### src/rucl_pkg.sv
// ----------------------------------------------------------------------------
// rucl_pkg
// Types, codes and reset values shared by the room use classifier modules.
// ----------------------------------------------------------------------------
`default_nettype none

package rucl_pkg;

  typedef enum logic [4:0] {
    MODE_IDLE   = 5'b00001,
    MODE_DETECT = 5'b00010,
    MODE_SHORT  = 5'b00100,
    MODE_LONG   = 5'b01000,
    MODE_CLEAN  = 5'b10000
  } mode_e;

  localparam logic [2:0] ROOM_IDLE   = 3'd0;
  localparam logic [2:0] ROOM_DETECT = 3'd1;
  localparam logic [2:0] ROOM_SHORT  = 3'd2;
  localparam logic [2:0] ROOM_LONG   = 3'd3;
  localparam logic [2:0] ROOM_CLEAN  = 3'd4;

  localparam logic [1:0] LED_OFF        = 2'd0;
  localparam logic [1:0] LED_ON         = 2'd1;
  localparam logic [1:0] LED_SLOW_BLINK = 2'd2;
  localparam logic [1:0] LED_FAST_BLINK = 2'd3;

  localparam logic [2:0] REG_DETECT_TIMEOUT = 3'd0;
  localparam logic [2:0] REG_SHORT_SIT      = 3'd1;
  localparam logic [2:0] REG_LONG_SIT       = 3'd2;
  localparam logic [2:0] REG_CLEAN_COUNT    = 3'd3;
  localparam logic [2:0] REG_SHORT_SPRAYS   = 3'd4;
  localparam logic [2:0] REG_LONG_SPRAYS    = 3'd5;
  localparam logic [2:0] REG_SHORT_DELAY    = 3'd6;
  localparam logic [2:0] REG_LONG_DELAY     = 3'd7;

  localparam logic [31:0] RST_DETECT_TIMEOUT = 32'd180000;
  localparam logic [31:0] RST_SHORT_SIT      = 32'd10000;
  localparam logic [31:0] RST_LONG_SIT       = 32'd100000;
  localparam logic [7:0]  RST_CLEAN_COUNT    = 8'd12;

  typedef struct packed {
    logic [31:0] detect_timeout_ms;
    logic [31:0] short_sit_ms;
    logic [31:0] long_sit_ms;
    logic [7:0]  cleaning_motion_count;
    logic [7:0]  short_spray_count;
    logic [7:0]  long_spray_count;
    logic [31:0] short_spray_delay_ms;
    logic [31:0] long_spray_delay_ms;
  } cfg_t;

  typedef struct packed {
    logic [31:0] time_ms;
    logic        motion_seen;
    logic        seat_occupied;
    logic        light_on;
    logic        door_closed;
    logic [7:0]  motion_count;
  } tick_t;

  typedef struct packed {
    logic [2:0]  room_state;
    logic [1:0]  green_led_mode;
    logic        spray_request;
    logic [7:0]  spray_count;
    logic [31:0] spray_delay_ms;
    logic        cancel_sprays;
    logic        wake_screen;
    logic        clear_motion_count;
  } result_t;

  function automatic logic [2:0] room_code(input mode_e m);
    logic [2:0] code;
    unique case (m)
      MODE_IDLE:   code = ROOM_IDLE;
      MODE_DETECT: code = ROOM_DETECT;
      MODE_SHORT:  code = ROOM_SHORT;
      MODE_LONG:   code = ROOM_LONG;
      MODE_CLEAN:  code = ROOM_CLEAN;
      default:     code = ROOM_IDLE;
    endcase
    return code;
  endfunction

endpackage

`default_nettype wire

### src/rucl_core.sv
// ----------------------------------------------------------------------------
// rucl_core
// Visit state machine: holds the mode and sitting bookkeeping, and forms the
// result of one tick from the registered tick and the current state.
// ----------------------------------------------------------------------------
`default_nettype none

module rucl_core
  import rucl_pkg::*;
(
  input  wire logic    clk_i,
  input  wire logic    rst_ni,
  input  wire logic    step_i,
  input  wire tick_t   tick_i,
  input  wire cfg_t    cfg_i,
  output result_t      res_o
);

  mode_e       mode_q, mode_d;
  logic [31:0] entry_q, entry_d;
  logic [31:0] sit_start_q, sit_start_d;
  logic [31:0] longest_q, longest_d;
  logic        seated_q, seated_d;
  logic        left_q, left_d;
  logic        door_sit_q, door_sit_d;
  logic [1:0]  led_q, led_d;

  logic        go;
  mode_e       target;
  logic [31:0] sit_dur;
  logic [31:0] elapsed;
  logic        spray;
  logic [7:0]  scount;
  logic [31:0] sdelay;
  logic        pulse_cancel, pulse_wake, pulse_clear;

  assign sit_dur = tick_i.time_ms - sit_start_q;
  assign elapsed = tick_i.time_ms - entry_q;

  always_comb begin
    mode_d       = mode_q;
    entry_d      = entry_q;
    sit_start_d  = sit_start_q;
    longest_d    = longest_q;
    seated_d     = seated_q;
    left_d       = left_q;
    door_sit_d   = door_sit_q;
    led_d        = led_q;
    go           = 1'b0;
    target       = mode_q;
    spray        = 1'b0;
    scount       = '0;
    sdelay       = '0;
    pulse_cancel = 1'b0;
    pulse_wake   = 1'b0;
    pulse_clear  = 1'b0;

    unique case (mode_q)
      MODE_IDLE: begin
        if (tick_i.motion_seen && (tick_i.light_on || !tick_i.door_closed)) begin
          go     = 1'b1;
          target = MODE_DETECT;
        end
      end
      MODE_DETECT: begin
        if (!seated_q && tick_i.seat_occupied) begin
          left_d      = 1'b0;
          sit_start_d = tick_i.time_ms;
          seated_d    = 1'b1;
          door_sit_d  = tick_i.door_closed;
        end
        if (seated_q && !tick_i.seat_occupied) begin
          left_d   = 1'b1;
          seated_d = 1'b0;
          if (sit_dur > longest_q) begin
            longest_d = sit_dur;
          end
        end
        if ((!tick_i.light_on && !tick_i.motion_seen && left_d) ||
            (elapsed >= cfg_i.detect_timeout_ms)) begin
          go = 1'b1;
          if (tick_i.motion_count >= cfg_i.cleaning_motion_count && !door_sit_d) begin
            target = MODE_CLEAN;
          end else if (longest_d < cfg_i.long_sit_ms && longest_d > cfg_i.short_sit_ms) begin
            target = MODE_SHORT;
          end else if (longest_d > cfg_i.long_sit_ms) begin
            target = MODE_LONG;
          end else begin
            target = MODE_IDLE;
          end
        end
      end
      MODE_SHORT, MODE_LONG, MODE_CLEAN: begin
        if (!tick_i.motion_seen && !tick_i.seat_occupied &&
            (!tick_i.light_on || tick_i.door_closed)) begin
          go     = 1'b1;
          target = MODE_IDLE;
          if (mode_q == MODE_SHORT) begin
            spray  = 1'b1;
            scount = cfg_i.short_spray_count;
            sdelay = cfg_i.short_spray_delay_ms;
          end else if (mode_q == MODE_LONG) begin
            spray  = 1'b1;
            scount = cfg_i.long_spray_count;
            sdelay = cfg_i.long_spray_delay_ms;
          end
        end
      end
      default: ;
    endcase

    if (go && (target != mode_q)) begin
      mode_d  = target;
      entry_d = tick_i.time_ms;
      unique case (target)
        MODE_IDLE: begin
          pulse_clear = 1'b1;
          seated_d    = 1'b0;
          longest_d   = '0;
          left_d      = 1'b0;
          door_sit_d  = 1'b0;
          led_d       = LED_SLOW_BLINK;
        end
        MODE_DETECT: begin
          led_d        = LED_FAST_BLINK;
          pulse_cancel = 1'b1;
          pulse_wake   = 1'b1;
        end
        MODE_SHORT, MODE_LONG: begin
          led_d = LED_OFF;
        end
        default: begin
          led_d = LED_ON;
        end
      endcase
    end
  end

  always_comb begin
    res_o.room_state         = room_code(mode_d);
    res_o.green_led_mode     = led_d;
    res_o.spray_request      = spray;
    res_o.spray_count        = scount;
    res_o.spray_delay_ms     = sdelay;
    res_o.cancel_sprays      = pulse_cancel;
    res_o.wake_screen        = pulse_wake;
    res_o.clear_motion_count = pulse_clear;
  end

  always_ff @(posedge clk_i or negedge rst_ni) begin
    if (!rst_ni) begin
      mode_q      <= MODE_IDLE;
      entry_q     <= '0;
      sit_start_q <= '0;
      longest_q   <= '0;
      seated_q    <= 1'b0;
      left_q      <= 1'b0;
      door_sit_q  <= 1'b0;
      led_q       <= LED_SLOW_BLINK;
    end else if (step_i) begin
      mode_q      <= mode_d;
      entry_q     <= entry_d;
      sit_start_q <= sit_start_d;
      longest_q   <= longest_d;
      seated_q    <= seated_d;
      left_q      <= left_d;
      door_sit_q  <= door_sit_d;
      led_q       <= led_d;
    end
  end

endmodule

`default_nettype wire

### src/room_use_classifier_top.sv
// ----------------------------------------------------------------------------
// room_use_classifier_top
// Classifies a room visit from sensor ticks and reports state, LED mode and
// spray, screen and motion-count pulses, one result per tick.
// ----------------------------------------------------------------------------
// Usage:
//   s_axis carries one sensor tick per transaction; m_axis returns exactly one
//   result per tick, in order. The APB port holds eight registers at byte
//   addresses 4*i; write them only while no tick is in flight.
//   A tick is captured in an input register at acceptance and its result
//   lands in the output register on the next edge that the output is free,
//   which raises m_axis_tvalid; the receiver can take it from then on.
//   Throughput is one tick per cycle while the receiver holds m_axis_tready
//   high: the input register and the output register form a two-entry
//   pipeline; the visit state updates as a tick moves between the two.
//   When the receiver stalls, the output holds and the input register takes
//   one more tick before s_axis_tready falls.
//   Reset clears both pipeline entries, returns the machine to idle with
//   slow-blink LED, and restores the register reset values.
// ----------------------------------------------------------------------------
`default_nettype none

module room_use_classifier_top
  import rucl_pkg::*;
(
  input  wire logic        clk_i,
  input  wire logic        rst_ni,
  // tdata: time_ms[31:0], motion_seen[32], seat_occupied[33], light_on[34],
  //        door_closed[35], motion_count[43:36], zero[47:44]
  input  wire logic        s_axis_tvalid,
  output logic             s_axis_tready,
  input  wire logic [47:0] s_axis_tdata,
  // tdata: room_state[2:0], green_led_mode[4:3], spray_request[5],
  //        spray_count[13:6], spray_delay_ms[45:14], cancel_sprays[46],
  //        wake_screen[47], clear_motion_count[48], zero[55:49]
  output logic             m_axis_tvalid,
  input  wire logic        m_axis_tready,
  output logic [55:0]      m_axis_tdata,
  input  wire logic        psel,
  input  wire logic        penable,
  input  wire logic        pwrite,
  input  wire logic [4:0]  paddr,
  input  wire logic [31:0] pwdata,
  output logic [31:0]      prdata,
  output logic             pready
);

  cfg_t        cfg_q;
  logic        in_valid_q;
  tick_t       in_tick_q;
  logic        out_valid_q;
  result_t     out_res_q;
  result_t     res;
  logic        advance;
  logic        cfg_wr;
  logic [2:0]  reg_idx;

  // configuration
  assign pready  = 1'b1;
  assign cfg_wr  = psel && penable && pwrite;
  assign reg_idx = paddr[4:2];

  always_ff @(posedge clk_i or negedge rst_ni) begin
    if (!rst_ni) begin
      cfg_q.detect_timeout_ms     <= RST_DETECT_TIMEOUT;
      cfg_q.short_sit_ms          <= RST_SHORT_SIT;
      cfg_q.long_sit_ms           <= RST_LONG_SIT;
      cfg_q.cleaning_motion_count <= RST_CLEAN_COUNT;
      cfg_q.short_spray_count     <= '0;
      cfg_q.long_spray_count      <= '0;
      cfg_q.short_spray_delay_ms  <= '0;
      cfg_q.long_spray_delay_ms   <= '0;
    end else if (cfg_wr) begin
      unique case (reg_idx)
        REG_DETECT_TIMEOUT: cfg_q.detect_timeout_ms     <= pwdata;
        REG_SHORT_SIT:      cfg_q.short_sit_ms          <= pwdata;
        REG_LONG_SIT:       cfg_q.long_sit_ms           <= pwdata;
        REG_CLEAN_COUNT:    cfg_q.cleaning_motion_count <= pwdata[7:0];
        REG_SHORT_SPRAYS:   cfg_q.short_spray_count     <= pwdata[7:0];
        REG_LONG_SPRAYS:    cfg_q.long_spray_count      <= pwdata[7:0];
        REG_SHORT_DELAY:    cfg_q.short_spray_delay_ms  <= pwdata;
        REG_LONG_DELAY:     cfg_q.long_spray_delay_ms   <= pwdata;
        default: ;
      endcase
    end
  end

  always_comb begin
    unique case (reg_idx)
      REG_DETECT_TIMEOUT: prdata = cfg_q.detect_timeout_ms;
      REG_SHORT_SIT:      prdata = cfg_q.short_sit_ms;
      REG_LONG_SIT:       prdata = cfg_q.long_sit_ms;
      REG_CLEAN_COUNT:    prdata = {24'd0, cfg_q.cleaning_motion_count};
      REG_SHORT_SPRAYS:   prdata = {24'd0, cfg_q.short_spray_count};
      REG_LONG_SPRAYS:    prdata = {24'd0, cfg_q.long_spray_count};
      REG_SHORT_DELAY:    prdata = cfg_q.short_spray_delay_ms;
      REG_LONG_DELAY:     prdata = cfg_q.long_spray_delay_ms;
      default:            prdata = '0;
    endcase
  end

  // two-entry pipeline
  assign advance       = in_valid_q && (!out_valid_q || m_axis_tready);
  assign s_axis_tready = !in_valid_q || advance;

  always_ff @(posedge clk_i or negedge rst_ni) begin
    if (!rst_ni) begin
      in_valid_q  <= 1'b0;
      out_valid_q <= 1'b0;
    end else begin
      if (s_axis_tready) begin
        in_valid_q <= s_axis_tvalid;
      end
      if (advance) begin
        out_valid_q <= 1'b1;
      end else if (m_axis_tready) begin
        out_valid_q <= 1'b0;
      end
    end
  end

  always_ff @(posedge clk_i) begin
    if (s_axis_tready && s_axis_tvalid) begin
      in_tick_q.time_ms       <= s_axis_tdata[31:0];
      in_tick_q.motion_seen   <= s_axis_tdata[32];
      in_tick_q.seat_occupied <= s_axis_tdata[33];
      in_tick_q.light_on      <= s_axis_tdata[34];
      in_tick_q.door_closed   <= s_axis_tdata[35];
      in_tick_q.motion_count  <= s_axis_tdata[43:36];
    end
    if (advance) begin
      out_res_q <= res;
    end
  end

  rucl_core u_core (
    .clk_i  (clk_i),
    .rst_ni (rst_ni),
    .step_i (advance),
    .tick_i (in_tick_q),
    .cfg_i  (cfg_q),
    .res_o  (res)
  );

  assign m_axis_tvalid = out_valid_q;
  assign m_axis_tdata  = {7'd0,
                          out_res_q.clear_motion_count,
                          out_res_q.wake_screen,
                          out_res_q.cancel_sprays,
                          out_res_q.spray_delay_ms,
                          out_res_q.spray_count,
                          out_res_q.spray_request,
                          out_res_q.green_led_mode,
                          out_res_q.room_state};

  // checks
  a_spray_ends_visit: assert property (@(posedge clk_i) disable iff (!rst_ni)
    m_axis_tvalid && out_res_q.spray_request |->
      out_res_q.clear_motion_count && (out_res_q.room_state == ROOM_IDLE))
    else $error("spray request without return to idle");

  a_detect_pulses: assert property (@(posedge clk_i) disable iff (!rst_ni)
    m_axis_tvalid && out_res_q.wake_screen |->
      out_res_q.cancel_sprays && (out_res_q.room_state == ROOM_DETECT))
    else $error("wake pulse without entry to detecting");

  a_held_tick_kept: assert property (@(posedge clk_i) disable iff (!rst_ni)
    in_valid_q && !advance |=> in_valid_q && $stable(in_tick_q))
    else $error("stalled tick lost from input register");

endmodule

`default_nettype wire

### config.mk
export PLATFORM = sky130hd
export DESIGN_NAME = room_use_classifier_top
export DESIGN_NICKNAME = d
export VERILOG_FILES = /design/src/rucl_pkg.sv /design/src/rucl_core.sv /design/src/room_use_classifier_top.sv
export SDC_FILE = /design/constraint.sdc
export NUM_CORES = 1
export LEC_CHECK = 0
export BUFFER_PORTS_ARGS = -buffer_cell sky130_fd_sc_hd__buf_2
export CAP_MARGIN = 20
export CORE_UTILIZATION = 65
export DETAILED_ROUTE_END_ITERATION = 16
export MAX_ROUTING_LAYER = met4
export PLACE_DENSITY = 0.85
export SLEW_MARGIN = 20
export SYNTH_ARGS = -nofsm -noshare
export SYNTH_HDL_FRONTEND = slang
export SYNTH_SLANG_ARGS = --single-unit
### constraint.sdc
create_clock -name clk_i -period 18.6 [get_ports clk_i]
set_clock_uncertainty 0.1 [all_clocks]
set_input_delay 0.93 -clock clk_i [delete_from_list [all_inputs] [get_ports clk_i]]
set_output_delay 0.93 -clock clk_i [all_outputs]
set_load 0.02 [all_outputs]
After elaboration in Yosys (flattened, before gate mapping)
Cells that the tools add are included.
- bits in registers: 384
- input bits: 92
- output and inout port bits: 91
- word-level logic and storage cells: 150
- add/subtract/negate cells: 2
- order comparisons: 6
- equality and inequality tests: 21
- mux-type cells: 48
- reduce and logical (&&, ||, !) cells: 42
- operators with widths (operator ; number):
    $mux W32 ; 8
    $pmux W32 S8 ; 1
    $gt A32 B32 Y1 ; 3
    $sub A32 B32 Y32 ; 2
    $ge A32 B32 Y1 ; 1
    $lt A32 B32 Y1 ; 1
    $mux W5 ; 6
    $mux W1 ; 25
    $reduce_and A2 Y1 ; 10
    $mux W8 ; 2
    $eq A5 B2 Y1 const B ; 3
    $eq A5 B3 Y1 const B ; 3
    $eq A5 B4 Y1 const B ; 3
    $pmux W5 S3 ; 1
    $logic_and A1 B1 Y1 ; 14
    $eq A3 B3 Y1 const B ; 4
    $pmux W3 S4 ; 1
    $eq A5 B1 Y1 const B ; 2
    $eq A5 B5 Y1 const B ; 2
    $ge A8 B8 Y1 ; 1
    $logic_not A1 Y1 ; 8
    $eq A3 B2 Y1 const B ; 2
    $pmux W2 S3 ; 1
    $logic_or A1 B1 Y1 ; 5
    10 further kinds ; 10

Logic depth before layout (Yosys ltp)
Gate-level depths: netlist of the first run.
- word-level depth: 16
- mapped depth: 33
- mapped depth without buffers: 30

Modules after synthesis
A second synthesis of the first run with hierarchy kept.
- cell total of the unflattened synthesis: 2088
- area total of the unflattened synthesis: 23139.7 um^2
- modules (own cells, without submodules) (module ; times used ; cells each ; area each (um^2) ; seq. area each (um^2)):
    rucl_core ; 1 ; 1396 ; 11793.8 ; 2655.0
    room_use_classifier_top ; 1 ; 692 ; 11345.9 ; 7474.7

Worst setup path before layout of the first run
Ideal clock, no wire load.
- kind: reg-to-reg
- from: register in_tick_q[12] (netlist name)
- to: register out_res_q, in the netlist m_axis_tdata[4], data pin
- library setup time: 259 ps
- arrival time: 6841 ps
- required time: 18241 ps
- path slack: 11399 ps
- cell stages (with the launch flop): 31
- path buffers: 2
- clock period less this slack: 7201 ps
- path through: edfxtp_1 inv_1 ha_1 inv_1 fa_1 a211oi_2 o21ai_1 a211o_1 a221o_1 a2111oi_0 o21bai_1 xor2_1 ha_1 nand3_1 or4_1 o21ai_1 o21ba_2 a21oi_2 buf_2 buf_4 mux2_2 ha_1 nand4_1 nor4_1 o21ai_1 a311o_1 o21ai_1 a211oi_1 a21oi_1 nor2_1 or2_1
- RTL lines (item ; RTL line ; text):
    start: declaration ; room_use_classifier_top.sv:50 ; tick_t in_tick_q;
    end signal: assignment ; room_use_classifier_top.sv:132 ; out_res_q <= res;
    end: declaration ; room_use_classifier_top.sv:52 ; result_t out_res_q;

==> out/qor.yml, run 1 <==
critPathArrivalTime_ns: 9.36
path_depth: 30
wl_mm: 60.0
nFillCells: 2457
ff_latch_area_um2: 10100
clockBufferDepth: 3
path_delay_family: "compound AO/OA/AOI/OAI gates"
dieWidth_um: 190
synth-edff-count: 92
synth_top_area_share_pct: 29.3
cp-start-kind: "flop"
p_per_area_nw_per_um2: 90.6
syn_area_per_cell_um2: 9.84
pwr-share-seq_pct: 45.4
io_pins: 183
ir_drop_uv: 73.9
rsz0062_at_grt: "no"
syn2layout_area_growth_pct: 11.1
synth_area_um2: 22900
nets: 2763
grt_pass1_wl_mm: 95.1
wire_per_inst_um: 20.3
die_area_um2: 36000
initial_core_util_pct: 66.2
port_buffers: 168
timing.fmax_mhz: 109
finalHoldViolations: 0
reg2reg_depth: 30
gp_congestion: 0.961
dp_hpwl_mm: 42.8
post-route-period-util_pct: 49.2
slew_headroom_pct: 24.4
cts_tree: "done"
fin_crit_ns: 9.15
dpl_worst_slack_ns: 9.73
p_switching_uw: 695
worstPathRequired_ns: 18.81
htreeDepth: 2
slew_violations: 0
cts_resized: 0
synth-main-ff-cell: "dfrtp_1"
cap_violations: 0
ys_ff_latch: 384
worst-path-max-fanout: 29
ctsHoldBuffers: 0
setup_viol: 0
diodes: 0
leakagePower_nw: 11.7
grt_max_degree: 180
status: "finished, final reports clean"
yosys_warnings: 0
switching_share_pct: 30.1
syn-instance-count: 2329
synthArstFlopShare_pct: 76.0
remaining_drc_errors: 0
clock-sinks: 384
finalSetupTns_ns: 0
cpPeakStageDelay_ns: 0.61
yosysUniqueCellTypes: 87
path_buf_inv: 3
intPower_mw: 1.61
synth-seq-area-share_pct: 44.1
drtIter0Drc: 1571
grt_overflow_total: 0
tightest_slew_ns: 1.13
critPathKind: "reg2reg"
hp-class: "in2async"
antenna_left: 0
multi_input_area_um2: 11600
cts.clk_slew.worst_paths_ns: 0.06
vias: 18500
root_buffer: "clkbuf_16"
numCtsBuffers: 41
clock_latency_ns: 0.58
die_y_um: 190
cp-end-kind: "flop"
drive_gt1_share_pct: 16.5
vias_per_cell: 6.25
gr-usage-all-layers_pct: 34.9
dr.pass1.iters: 5
power_frac_comb_pct: 19.4
yosys-top-cells-area: "dfrtp_1 (29%), edfxtp_1 (12%), ha_1 (11%)"
worst_slack_ns: 9.45
p_clk_share_pct: 35.2
fin_util_pct: 73.6
antenna_found_initial: 0
yosysTopAreaCell: "dfrtp_1"
row_count: 68
cp_slowest_cell: "a2111oi_0"
core_area_um2: 34600
grt_pass1_vias: 17900
post_cts_buffers: 0
[stage by stage]
step	instances	power (mW)	area (µm²)	hold WS, ns
3_5_place_dp	2882	1.49	24100	0.375
5_1_grt	2958	2.40	25500	0.396
3_3_place_gp	2882	1.47	24100	0.367
4_1_cts	2957	2.31	25400	0.366
2_1_floorplan	2335	1.33	22900	0.354
6_report	2958	2.31	25500	0.298
[metal layers]
layer,vias up,GRT usage [%],routed length [µm]
li1,8535,-,-
met1,8994,47.9,25900
met2,822,53.3,27500
met3,123,5.96,5010
met4,0,10.7,1620
met5,-,-,0
[cells in the mapped netlist (18+ instances only)]
| cell | instances |
|---|---|
| mux2_1 | 32 |
| clkbuf_1 | 63 |
| mux2_2 | 99 |
| xnor2_1 | 32 |
| a22oi_1 | 41 |
| inv_1 | 226 |
| nand4_1 | 26 |
| o21ai_1 | 24 |
| dfstp_2 | 24 |
| xor2_1 | 23 |
| nand2b_1 | 18 |
| a21oi_1 | 101 |
| nand3_1 | 22 |
| nor2_1 | 119 |
| ha_1 | 198 |
| o21ai_0 | 245 |
| dfrtp_1 | 268 |
| mux2i_1 | 53 |
| a21o_1 | 39 |
| nor3_1 | 19 |
| edfxtp_1 | 92 |
| a22o_1 | 38 |
| nand2_1 | 266 |
[cell type report]
| type | instances | share of cell area [%] |
|---|---|---|
| multi-input cells | 1629 | 45.5 |
| flip-flops and latches | 384 | 39.7 |
| clock buffers | 58 | 4.55 |
| repair buffers | 188 | 4.06 |
| inverters | 227 | 3.35 |
| well taps | 455 | 2.24 |
| clock inverters | 17 | 0.619 |
[power groups by stage]
| stage | Clock, mW | Combinational [mW] | Sequential (mW) |
|---|---|---|---|
| after floorplan | 0 | 0.285 | 1.04 |
| after global placement | 0 | 0.415 | 1.05 |
| after detailed placement | 0 | 0.436 | 1.06 |
| after CTS | 0.819 | 0.442 | 1.04 |
| after global routing | 0.851 | 0.494 | 1.06 |
| final | 0.813 | 0.448 | 1.05 |
[final timing paths]
check	startpoint	end	slack (ns)
min reg2reg	u_core.entry_q[13]	u_core.entry_q[13]	0.38
min	rst_ni	cfg_q[55]	0.30
max in group asynchronous	rst_ni	cfg_q[7]	16.58
max reg2reg	in_tick_q[12]	m_axis_tdata[4]	9.45
max	in_tick_q[12]	m_axis_tdata[4]	9.45
min in group clk_i	u_core.entry_q[13]	u_core.entry_q[13]	0.38
[layout by cell type, fill, tap and decap left out, types with 18 or more instances in the layout]
master,netlist,layout
dfstp_2,24,24
xnor2_1,32,32
a21o_1,39,39
mux2_1,32,32
nor2_1,119,115
ha_1,198,198
dfrtp_1,268,268
nand2b_1,18,18
nand2_1,266,266
buf_4,11,18
inv_1,226,225
o21ai_0,245,245
mux2_2,99,99
xor2_1,23,23
edfxtp_1,92,92
buf_2,7,167
a22oi_1,41,41
a21oi_1,101,101
a22o_1,38,38
o21ai_1,24,24
mux2i_1,53,53
clkbuf_16,0,41
nand4_1,26,26
nand3_1,22,22
[worst reg2reg max path: cells and delay by family, from the launching register on]
kind                     cells  cell delay (ns)
buffers and inverters        3             0.58
XOR/XNOR                     1             0.20
AO/OA/AOI/OAI               17             5.04
AND/OR/NAND/NOR              5             1.30
flip-flops                   1             0.40
adder cells (fa/ha/maj)      4             1.28
[cells by family (layout without fill, tap and decap cells)]
logic type	after synthesis	after routing	synth area share [%]
flip-flops	384	384	44.1
multiplexers	188	188	9.11
adder cells (fa/ha/maj)	201	201	11.0
XOR/XNOR	55	55	2.10
buffers and inverters	322	490	5.65
AO/OA/AOI/OAI	628	628	17.3
AND/OR/NAND/NOR	549	549	10.7
other	2	8	0.0328
[flip-flops by register name, indices dropped and copies added (netlist names)]
| register | flops |
|---|---|
| cfg_q | 184 |
| m_axis_tdata | 48 |
| in_tick_q | 44 |
| u_core.entry_q | 32 |
| u_core.longest_q | 32 |
| u_core.sit_start_q | 32 |
| u_core.mode_q | 5 |
| u_core.led_q | 2 |
| in_valid_q | 1 |
| m_axis_tvalid | 1 |
| u_core.door_sit_q | 1 |
| u_core.left_q | 1 |
| u_core.seated_q | 1 |
Note: power is estimated with default switching activity, not from simulation.
==> run 2: changes to the inputs <==
- ABC_AREA: unset -> 1
- CORE_UTILIZATION: 65 -> 56
- PLACE_DENSITY: 0.85 -> 0.78
- clock period: 18.6 -> 7.6 ns (I/O delays scaled with it)
==> run 2 against run 1 <==
Non-clock buffer count is 79 higher. Setup slack worse by 8.5 ns. Register-to-register slack worse by 8.5 ns. Wire length increased by 13%. Sequential cell count stayed put. Synthesized area grew 4.0%. Global-route usage fell by 2.5 points. Cell count up 30%. Sequential power increased to 2.8 times the previous value.
==> out/qor.yml, run 2 <==
largest-register: "cfg_q"
grt_max_degree: 86  # -52%
mostFrequentLayoutCell: "nand2_1"
worstPathRequired_ns: 7.80  # -11.01 ns
syn-instance-count: 3059  # +31%
synthArstFlopShare_pct: 76.0  # unchanged
clockBufferDepth: 3  # unchanged
gp_congestion: 0.945  # -1.7%
worst-path-max-fanout: 33  # +14%
drtIter0Drc: 2177  # +39%
numCtsBuffers: 43  # +4.9%
worst_slack_ns: 0.950  # -8.50 ns
remaining_drc_errors: 0  # unchanged
initial_core_util_pct: 56.8  # -9.4 points
slew_violations: 0  # unchanged
drive_gt1_share_pct: 10.5  # -6.0 points
ys_ff_latch: 384  # unchanged
clock-sinks: 384  # unchanged
top_layer_used: "met4"
fin_crit_ns: 6.65  # -2.50 ns
cp_slowest_cell: "nand2_2"
row_count: 75  # +10%
cpMostUsedCell: "nand2_1"
leakagePower_nw: 13.2  # +13%
finalSetupTns_ns: 0  # unchanged
core_area_um2: 41900  # +21%
wire_per_inst_um: 17.6  # -13%
grt_overflow_total: 0  # unchanged
slew_headroom_pct: 35.3  # +11 points
cp-start-kind: "flop"
post_cts_buffers: 0  # unchanged
dieWidth_um: 208  # +9.7%
p_switching_mw: 4.36  # +530%
yosys_warnings: 0  # unchanged
synth_top_area_share_pct: 28.1  # -1.1 points
gr-usage-all-layers_pct: 32.4  # -2.5 points
dp_cells: 3684  # +28%
ir_drop_uv: 244  # +230%
tightest_slew_ns: 0.970  # -0.164 ns
synth-edff-count: 92  # unchanged
dr.pass1.iters: 6  # +1
dr_wl_met3_mm: 5.10  # +1.8%
dpl_worst_slack_ns: 1.08  # -8.65 ns
root_buffer: "clkbuf_16"
port_buffers: 168  # unchanged
ys_top_cells_by_count: "nand2_1 (860), inv_1 (436), dfrtp_1 (268)"
cp-end-kind: "flop"
intPower_mw: 5.48  # +240%
die_y_um: 208  # +9.7%
timing.fmax_mhz: 150  # +38%
io_pins: 183  # unchanged
yosys-top-cells-area: "dfrtp_1 (28%), nand2_1 (14%), edfxtp_1 (12%)"
pwr-share-seq_pct: 29.6  # -16 points
critPathArrivalTime_ns: 6.85  # -2.51 ns
cpPeakStageDelay_ns: 0.60  # about the same
final_cell_mix: "nand2_1 (858), inv_1 (432), dfrtp_1 (268)"
p_clk_share_pct: 20.6  # -15 points
diodes: 0  # unchanged
largest_reg_flops: 184  # unchanged
wl_met2_mm: 31.1  # +13%
dp_hpwl_mm: 49.2  # +15%
grt_pass1_vias: 20700  # +16%
finalNonFillerCells: 3843  # +30%
synth_most_common_cell: "nand2_1"
syn2layout_area_growth_pct: 14.3
synth-main-ff-cell: "dfrtp_1"
finalHoldViolations: 0  # unchanged
syn_area_per_cell_um2: 7.79  # -21%
yosysUniqueCellTypes: 56  # -36%
synth-seq-area-share_pct: 42.4  # -1.7 points
wl_met1_mm: 29.6  # +15%
switching_share_pct: 44.3  # +14 points
post-route-period-util_pct: 87.5  # +38 points
status: "finished, final reports clean"
cts_resized: 0  # unchanged
antenna_found_initial: 0  # unchanged
clock_latency_ns: 0.59  # about the same
nets: 3561  # +29%
cap_violations: 0  # unchanged
htreeDepth: 2  # unchanged
cts_tree: "done"
yosysTopAreaCell: "dfrtp_1"
synth_area_um2: 23800  # +4.0%
hp-class: "in2async"
power_frac_comb_pct: 49.8  # +30 points
setup_viol: 0  # unchanged
timing.hold.ws_ns: 0.248  # -0.0501 ns
vias: 21400  # +16%
p_total_mw: 9.84  # +330%
cts.clk_slew.worst_paths_ns: 0.06  # about the same
wl_mm: 67.6  # +13%
critPathKind: "reg2reg"
vias_per_cell: 5.58  # -11%
die_area_um2: 43400  # +20%
antenna_left: 0  # unchanged
p_per_area_nw_per_um2: 361  # +300%
rsz0062_at_grt: "no"
grt_pass1_wl_mm: 108  # +13%
-- run 2: layout make-up --
class | instances | area [µm²]
fill | 3603 | 14700
multi-input combinational | 2113 | 11600
sequential | 384 | 10100
timing repair buffer | 267 | 1820
inverter | 460 | 1730
clock buffer | 59 | 1190
tap | 539 | 674
clock inverter | 21 | 180
-- run 2: logic make-up after synthesis --
family | share of synthesized area, %
XOR/XNOR | 1.69
flip-flops | 42.4
other | 0.0315
AND/OR/NAND/NOR | 19.3
adder cells (fa/ha/maj) | 10.6
buffers and inverters | 9.35
multiplexers | 0.0420
AO/OA/AOI/OAI | 16.7
-- run 2: timing repair --
| action | 4_1_cts | 5_1_grt |
|---|---|---|
| hold buffers | 79 | 0 |
| setup endpoints to repair | 0 | 0 |
| endpoints found under the hold margin | 164 | 0 |
-- run 2: worst max-delay path, delay by kind of cell (launching register included) --
| family | cells | cell delay, ns |
|---|---|---|
| buf+inv | 5 | 0.71 |
| fa+ha+maj | 3 | 1.01 |
| flops | 1 | 0.43 |
| compound gates | 2 | 0.47 |
| simple gates | 27 | 3.60 |
-- run 2: power groups by stage --
stage | clock (mW) | combinational [mW] | sequential, mW
final | 2.02 | 4.90 | 2.92
after global routing | 2.14 | 5.54 | 2.97
after CTS | 2.06 | 4.86 | 2.91
after detailed placement | 0 | 4.79 | 2.94
after global placement | 0 | 4.63 | 2.92
after floorplan | 0 | 3.46 | 2.92
-- run 2: metrics by stage --
| step | util [%] | cell area, µm² |
|---|---|---|
| after detailed placement | 59.8 | 25100 |
| after global placement | 59.7 | 25000 |
| after CTS | 65.0 | 27200 |
| after floorplan | - | 23900 |
| final | 65.0 | 27200 |
| after global routing | 65.0 | 27200 |
-- run 2: path summary, 6_finish.rpt --
| path | startpoint | end | slack, ns | depth (start not counted) |
|---|---|---|---|---|
| hold reg to reg | u_core.led_q[1] | u_core.led_q[1] | 0.37 | 2 |
| max in group asynchronous | rst_ni | cfg_q[27] | 5.80 | 3 |
| hold / removal | rst_ni | u_core.entry_q[7] | 0.25 | 2 |
| min in group clk_i | u_core.led_q[1] | u_core.led_q[1] | 0.37 | 2 |
| setup / recovery | in_tick_q[14] | m_axis_tdata[48] | 0.95 | 37 |
| setup reg to reg | in_tick_q[14] | m_axis_tdata[48] | 0.95 | 37 |
-- run 2: per-layer routing --
metal  up-vias  GRT usage (%)
met2       778           51.2
met5         -              -
met1     10100           42.9
met4         0           9.30
li1      10500              -
met3       100           5.57
